`src/hw/rtl/pdwt_pkg.sv`:
```
// ----------------------------------------------------------------------------
// pdwt_pkg
// Shared types and constants for the pending/done worklist table: table
// sizes, opcodes, controller states and the command/status bundles.
// ----------------------------------------------------------------------------
package pdwt_pkg;

    // table geometry
    localparam int PENDING_DEPTH = 1024;
    localparam int DONE_DEPTH    = 2048;
    localparam int ADDR_W        = 32;

    // slot index and fill count widths
    localparam int P_AW = $clog2(PENDING_DEPTH);
    localparam int P_CW = $clog2(PENDING_DEPTH + 1);
    localparam int D_AW = $clog2(DONE_DEPTH);
    localparam int D_CW = $clog2(DONE_DEPTH + 1);

    // stream payload widths
    localparam int S_TDATA_W = 32;
    localparam int S_TUSER_W = 2;
    localparam int M_TDATA_W = 72;

    // address that add never enters
    localparam logic [ADDR_W-1:0] IGNORED_ADDRESS = 32'hFFFF_FFFF;

    typedef enum logic [1:0] {
        OP_ADD   = 2'd0,
        OP_MARK  = 2'd1,
        OP_QUERY = 2'd2,
        OP_CLEAR = 2'd3
    } op_t;

    // pending scan match rule
    typedef enum logic [1:0] {
        PM_ZERO    = 2'd0,
        PM_ADDR    = 2'd1,
        PM_NONZERO = 2'd2
    } pmode_t;

    typedef enum logic [3:0] {
        ST_IDLE,
        ST_DECODE,
        ST_ADD_PSCAN,
        ST_ADD_DSCAN,
        ST_MARK_PSCAN,
        ST_MARK_DONE,
        ST_Q_PSCAN,
        ST_Q_DSCAN,
        ST_FINISH
    } state_t;

    typedef struct packed {
        logic   in_load;
        logic   p_start;
        logic   p_resume;
        logic   p_run;
        pmode_t p_mode;
        logic   d_start;
        logic   d_run;
        logic   d_key_cand;
        logic   slot_hit;
        logic   slot_new;
        logic   pend_wr_add;
        logic   pend_wr_clr;
        logic   done_wr;
        logic   cand_load;
        logic   res_clear;
        logic   res_found;
        logic   res_all;
        logic   tables_clear;
        logic   out_load;
    } cmd_t;

    typedef struct packed {
        op_t  op;
        logic addr_zero;
        logic addr_ign;
        logic p_hit;
        logic p_end;
        logic p_full;
        logic d_hit;
        logic d_end;
        logic out_busy;
    } sts_t;

endpackage

```
`src/hw/rtl/pdwt_ctrl.sv`:
```
// ----------------------------------------------------------------------------
// pdwt_ctrl
// Controller: sequences the table scans and writes of one operation and
// hands the result to the output register.
// ----------------------------------------------------------------------------
module pdwt_ctrl (
    input  logic          clk,
    input  logic          rst_n,
    input  logic          s_tvalid,
    output logic          s_tready,
    output pdwt_pkg::cmd_t cmd,
    input  pdwt_pkg::sts_t sts
);
    import pdwt_pkg::*;

    state_t state_reg;
    state_t state_next;

    // state register
    always_ff @(posedge clk or negedge rst_n)
    begin
        if (!rst_n)
        begin
            state_reg <= ST_IDLE;
        end
        else
        begin
            state_reg <= state_next;
        end
    end

    assign s_tready = (state_reg == ST_IDLE);

    // next state and commands
    always_comb
    begin
        state_next = state_reg;
        cmd        = '0;
        cmd.p_mode = PM_ZERO;
        unique case (state_reg)
            ST_IDLE:
            begin
                if (s_tvalid)
                begin
                    cmd.in_load = 1'b1;
                    state_next  = ST_DECODE;
                end
            end
            ST_DECODE:
            begin
                cmd.res_clear = 1'b1;
                unique case (sts.op)
                    OP_ADD:
                    begin
                        if (sts.addr_zero || sts.addr_ign)
                        begin
                            state_next = ST_FINISH;
                        end
                        else
                        begin
                            cmd.p_start = 1'b1;
                            state_next  = ST_ADD_PSCAN;
                        end
                    end
                    OP_MARK:
                    begin
                        if (sts.addr_zero)
                        begin
                            state_next = ST_FINISH;
                        end
                        else
                        begin
                            cmd.p_start = 1'b1;
                            state_next  = ST_MARK_PSCAN;
                        end
                    end
                    OP_QUERY:
                    begin
                        cmd.p_start = 1'b1;
                        state_next  = ST_Q_PSCAN;
                    end
                    OP_CLEAR:
                    begin
                        cmd.tables_clear = 1'b1;
                        state_next       = ST_FINISH;
                    end
                    default:
                    begin
                        state_next = ST_FINISH;
                    end
                endcase
            end
            // look for the first free pending slot
            ST_ADD_PSCAN:
            begin
                cmd.p_run  = 1'b1;
                cmd.p_mode = PM_ZERO;
                if (sts.p_hit)
                begin
                    cmd.slot_hit = 1'b1;
                    cmd.d_start  = 1'b1;
                    state_next   = ST_ADD_DSCAN;
                end
                else if (sts.p_end)
                begin
                    if (sts.p_full)
                    begin
                        state_next = ST_FINISH;
                    end
                    else
                    begin
                        cmd.slot_new = 1'b1;
                        cmd.d_start  = 1'b1;
                        state_next   = ST_ADD_DSCAN;
                    end
                end
            end
            // skip the add if the address is already done
            ST_ADD_DSCAN:
            begin
                cmd.d_run = 1'b1;
                if (sts.d_hit)
                begin
                    state_next = ST_FINISH;
                end
                else if (sts.d_end)
                begin
                    cmd.pend_wr_add = 1'b1;
                    state_next      = ST_FINISH;
                end
            end
            // clear the first matching pending slot
            ST_MARK_PSCAN:
            begin
                cmd.p_run  = 1'b1;
                cmd.p_mode = PM_ADDR;
                if (sts.p_hit)
                begin
                    cmd.pend_wr_clr = 1'b1;
                    state_next      = ST_MARK_DONE;
                end
                else if (sts.p_end)
                begin
                    state_next = ST_MARK_DONE;
                end
            end
            ST_MARK_DONE:
            begin
                cmd.done_wr = 1'b1;
                state_next  = ST_FINISH;
            end
            // next live pending entry
            ST_Q_PSCAN:
            begin
                cmd.p_run  = 1'b1;
                cmd.p_mode = PM_NONZERO;
                if (sts.p_hit)
                begin
                    cmd.cand_load = 1'b1;
                    cmd.d_start   = 1'b1;
                    state_next    = ST_Q_DSCAN;
                end
                else if (sts.p_end)
                begin
                    cmd.res_all = 1'b1;
                    state_next  = ST_FINISH;
                end
            end
            // candidate already done: resume the pending scan after it
            ST_Q_DSCAN:
            begin
                cmd.d_run      = 1'b1;
                cmd.d_key_cand = 1'b1;
                if (sts.d_hit)
                begin
                    cmd.p_resume = 1'b1;
                    state_next   = ST_Q_PSCAN;
                end
                else if (sts.d_end)
                begin
                    cmd.res_found = 1'b1;
                    state_next    = ST_FINISH;
                end
            end
            ST_FINISH:
            begin
                if (!sts.out_busy)
                begin
                    cmd.out_load = 1'b1;
                    state_next   = ST_IDLE;
                end
            end
            default:
            begin
                state_next = ST_IDLE;
            end
        endcase
    end

endmodule

```
`config.mk`:
```
export PLATFORM = sky130hd
export DESIGN_NAME = pdwt_ctrl
export DESIGN_NICKNAME = d
export VERILOG_FILES = /design/src/hw/rtl/pdwt_pkg.sv /design/src/hw/rtl/pdwt_ctrl.sv
export SDC_FILE = /design/constraint.sdc
export NUM_CORES = 1
export LEC_CHECK = 0
export BUFFER_PORTS_ARGS = -buffer_cell sky130_fd_sc_hd__buf_2
export CORE_MARGIN = 2
export CORE_UTILIZATION = 38
export DETAILED_ROUTE_END_ITERATION = 8
export PLACE_DENSITY = 0.74
export SETUP_SLACK_MARGIN = 0.15
export SLEW_MARGIN = 20
export SYNTH_ARGS = -nofsm -noshare
export SYNTH_HDL_FRONTEND = slang
export SYNTH_SLANG_ARGS = --single-unit
export TNS_END_PERCENT = 10
```
`constraint.sdc`:
```
create_clock -name clk -period 1.5 [get_ports clk]
set_input_delay 0.375 -clock clk [delete_from_list [all_inputs] [get_ports clk]]
set_output_delay 0.375 -clock clk [all_outputs]
set_load 0.02 [all_outputs]
```
==> key figures <==
Pwr
  – Total Power: 1.940 mW
  – Power density cells: 1805 nW/um^2
  – Max IR drop VDD: 936.6 uV
  – Leakage: 0.5314 nW

Final layout
  – Non-filler cells, final: 146
  – Area Overhead vs Synth: 87.55%
  – Share of layout cells above drive strength 1: 0.6692
  – Layout Utilization: 0.7392
  – Final nets: 145
  – Diode count: 0
  – Max reg flops: 4

Timing
  – Unrepaired setup endpoints after global routing: yes
  – Rel. slew slack: 0.7611
  – Worst setup margin: -301.8 ps
  – Final period util: 1.201
  – Final setup TNS: -4412 ps
  – Worst clock skew: 0.7764 ps
  – Final setup fails: 22
  – Worst-Margin Slew: 354.6 ps
  – Final hold vios: 0
  – Max Clock Freq: 555.0 MHz
  – Count of final max-slew check failures: 0
  – Period minus WS final: 1802 ps

Clock network
  – Clock transition at path regs: 40 ps
  – Clock latency on the worst-skew pair: 250 ps
  – TritonCTS Sinks: 4
  – H-tree levels: 1
  – Longest Clk Path Bufs: 2
  – TritonCTS Buffers: 3
  – TritonCTS clock tree: built
  – Root Buffer: clkbuf_4

Die
  – Die Ht: 42.84 um
  – Die area: 1835 sq um
  – Initial Utilization: 0.3941
  – # IOs: 34
  – Die Wd: 42.84 um
  – Core area: 1454 sq um
  – Rows: 14

Global route
  – Overflow after GRT: 0
  – Vias in the first global route: 826
  – Initial antenna violation count: 0
  – Largest net degree at the start of global routing: 9
  – Overall routing resource usage: 0.2563
  – First-pass GRT wire length: 3588 um

Detailed routing
  – DRT Pass-1 Iters: 4
  – Residual DRC: 0
  – Initial DRC count: 15
  – DR WL/cell: 14.66 um
  – DRT Wirelength: 2141 um
  – Vias per cell: 5.466
  – Vias: 798
  – ANT nets after route: 0

Yosys
  – Top cells by area, synth: dfrtp_1 17%, and3_1 6.6%, nor2b_1 6.6%
  – Cell taking the most area after synthesis: dfrtp_1
  – Distinct cells, synth: 35
  – Yosys top cell area share: 0.1747
  – Net Count, Synth: 89
  – Post-synthesis register bit count: 4
  – Ys Warns: 0
  – Synthesized area per cell: 7.540 sq um
  – Sequential-to-total area share from yosys stat: 0.1747
  – Cell Area, Synth: 573.1 sq um
  – Syn Inst Count: 76

Placed design
  – GPL Wtd Cong: 0.8820
  – Post-Place Cells: 140
  – Count of input and output buffers: 33
  – Hpwl dp: 1525 um
  – Dpl ws: -130.1 ps

Setup path
  – Crit path capture type: primary output
  – Worst EP arrival: 1430 ps
  – Critical Path Max Stage Delay: 460 ps
  – CP max FO: 7
  – Critical path class: reg -> out
  – CP delay by family, top: simple AND/OR/NAND/NOR gates
  – Critical path cell sequence: nor4b_4, and3_4, buf_6
  – Crit start category: flop
  – Worst path slowest cell: dfrtp_2
  – Worst path bufs/invs: 1
  – WP data required: 1120 ps

Outcome
  – Status: finished with violations
  – Failing checks: negative setup slack

Min path
  – Worst Hold Class: in -> reg

Flow run
  – Max-cap check violation count: 0
logic make-up after synthesis:
kind of cell           count (synthesis)  synth area share
AOI/OAI and AO/OA                     16            0.2009
buffers and inverters                  9            0.1026
DFF                                    4            0.1747
muxes                                  2           0.03930
and+or+nand+nor                       45            0.4826
worst paths after layout:
check                                              start                        to  slack [ps]  cells after the start
worst max-delay path            state_reg[3]$_DFFE_PN0P_                   cmd[18]        -300                      3
max in group asynchronous                          rst_n  state_reg[1]$_DFFE_PN0P_         910                      2
worst max register to register  state_reg[2]$_DFFE_PN0P_  state_reg[1]$_DFFE_PN0P_        -100                      4
worst min register to register  state_reg[3]$_DFFE_PN0P_  state_reg[2]$_DFFE_PN0P_         570                      1
min in group asynchronous                          rst_n  state_reg[3]$_DFFE_PN0P_         460                      2
worst min-delay path                              sts[2]  state_reg[0]$_DFFE_PN0P_         440                      3
report_power, final:
group	switching (mW)	internal, mW
logic	0.740	0.760
registers	0.128	0.165
clock network	0.0559	0.0903
layer usage:
layer	up-vias	GRT usage	part of all wire	wire length (um)
li1	387	-	-	-
met1	380	0.2887	0.40	854
met2	27	0.4485	0.54	1165
met3	4	0.05957	0.044	94
met4	0	0.1188	0.012	25
met5	-	0	0	0
Yosys cell counts (all sizes together):
cell	n
o21a	1
nand2b	2
clkinv	1
or2	3
nand4b	1
a2111o	1
dfrtp	4
nor3	7
o211ai	2
o21bai	1
nor2	9
clkbuf	2
nor3b	2
or3	1
a221oi	1
inv	4
mux2	2
o221ai	1
a31oi	2
nand2	3
nor2b	6
buf	2
and4	1
and3	6
a21oi	2
nor4b	3
o21ai	5
and2	1
worst min-delay path: stages:
cell	delay [ps]
buf_2	90
or3_1	100
a31oi_1	80
layout make-up:
cell class	count	area, sq um
tap	16	20.02
fill	114	379.1
sequential	4	105.1
inverter	5	20.02
multi-input combinational	63	516.7
clock buffer	3	22.52
timing repair buffer	55	390.4
cell usage in the layout (no fill, tap or decap), types with 2 or more instances in the layout:
cell	instances
or2_4	2
nor2b_1	5
o21ai_0	3
a31oi_1	2
nor4b_4	2
clkbuf_4	3
a21oi_1	2
nor2_4	2
buf_6	6
and3_4	2
o21ai_1	2
nor3_2	7
buf_2	19
nor3b_1	2
inv_1	4
nor2_1	6
nand2_1	2
dfrtp_2	4
and3_1	4
buf_4	29
stage by stage:
stage                     instance area, sq um  hold slack (ps)
after floorplan                          635.6            79.41
after global placement                   923.4            179.2
after detailed placement                 923.4            181.4
after CTS                                 1054            440.9
after global routing                      1075            464.7
final                                     1075            444.9
repair_timing:
action,4_1_cts,5_1_grt
pin swaps,3,3
hold endpoints to repair,4,0
resized for setup,29,5
hold buffers,1,0
setup endpoints to repair,25,25
buffers inserted,2,0
No activity file was read; power rests on OpenSTA's default activity.
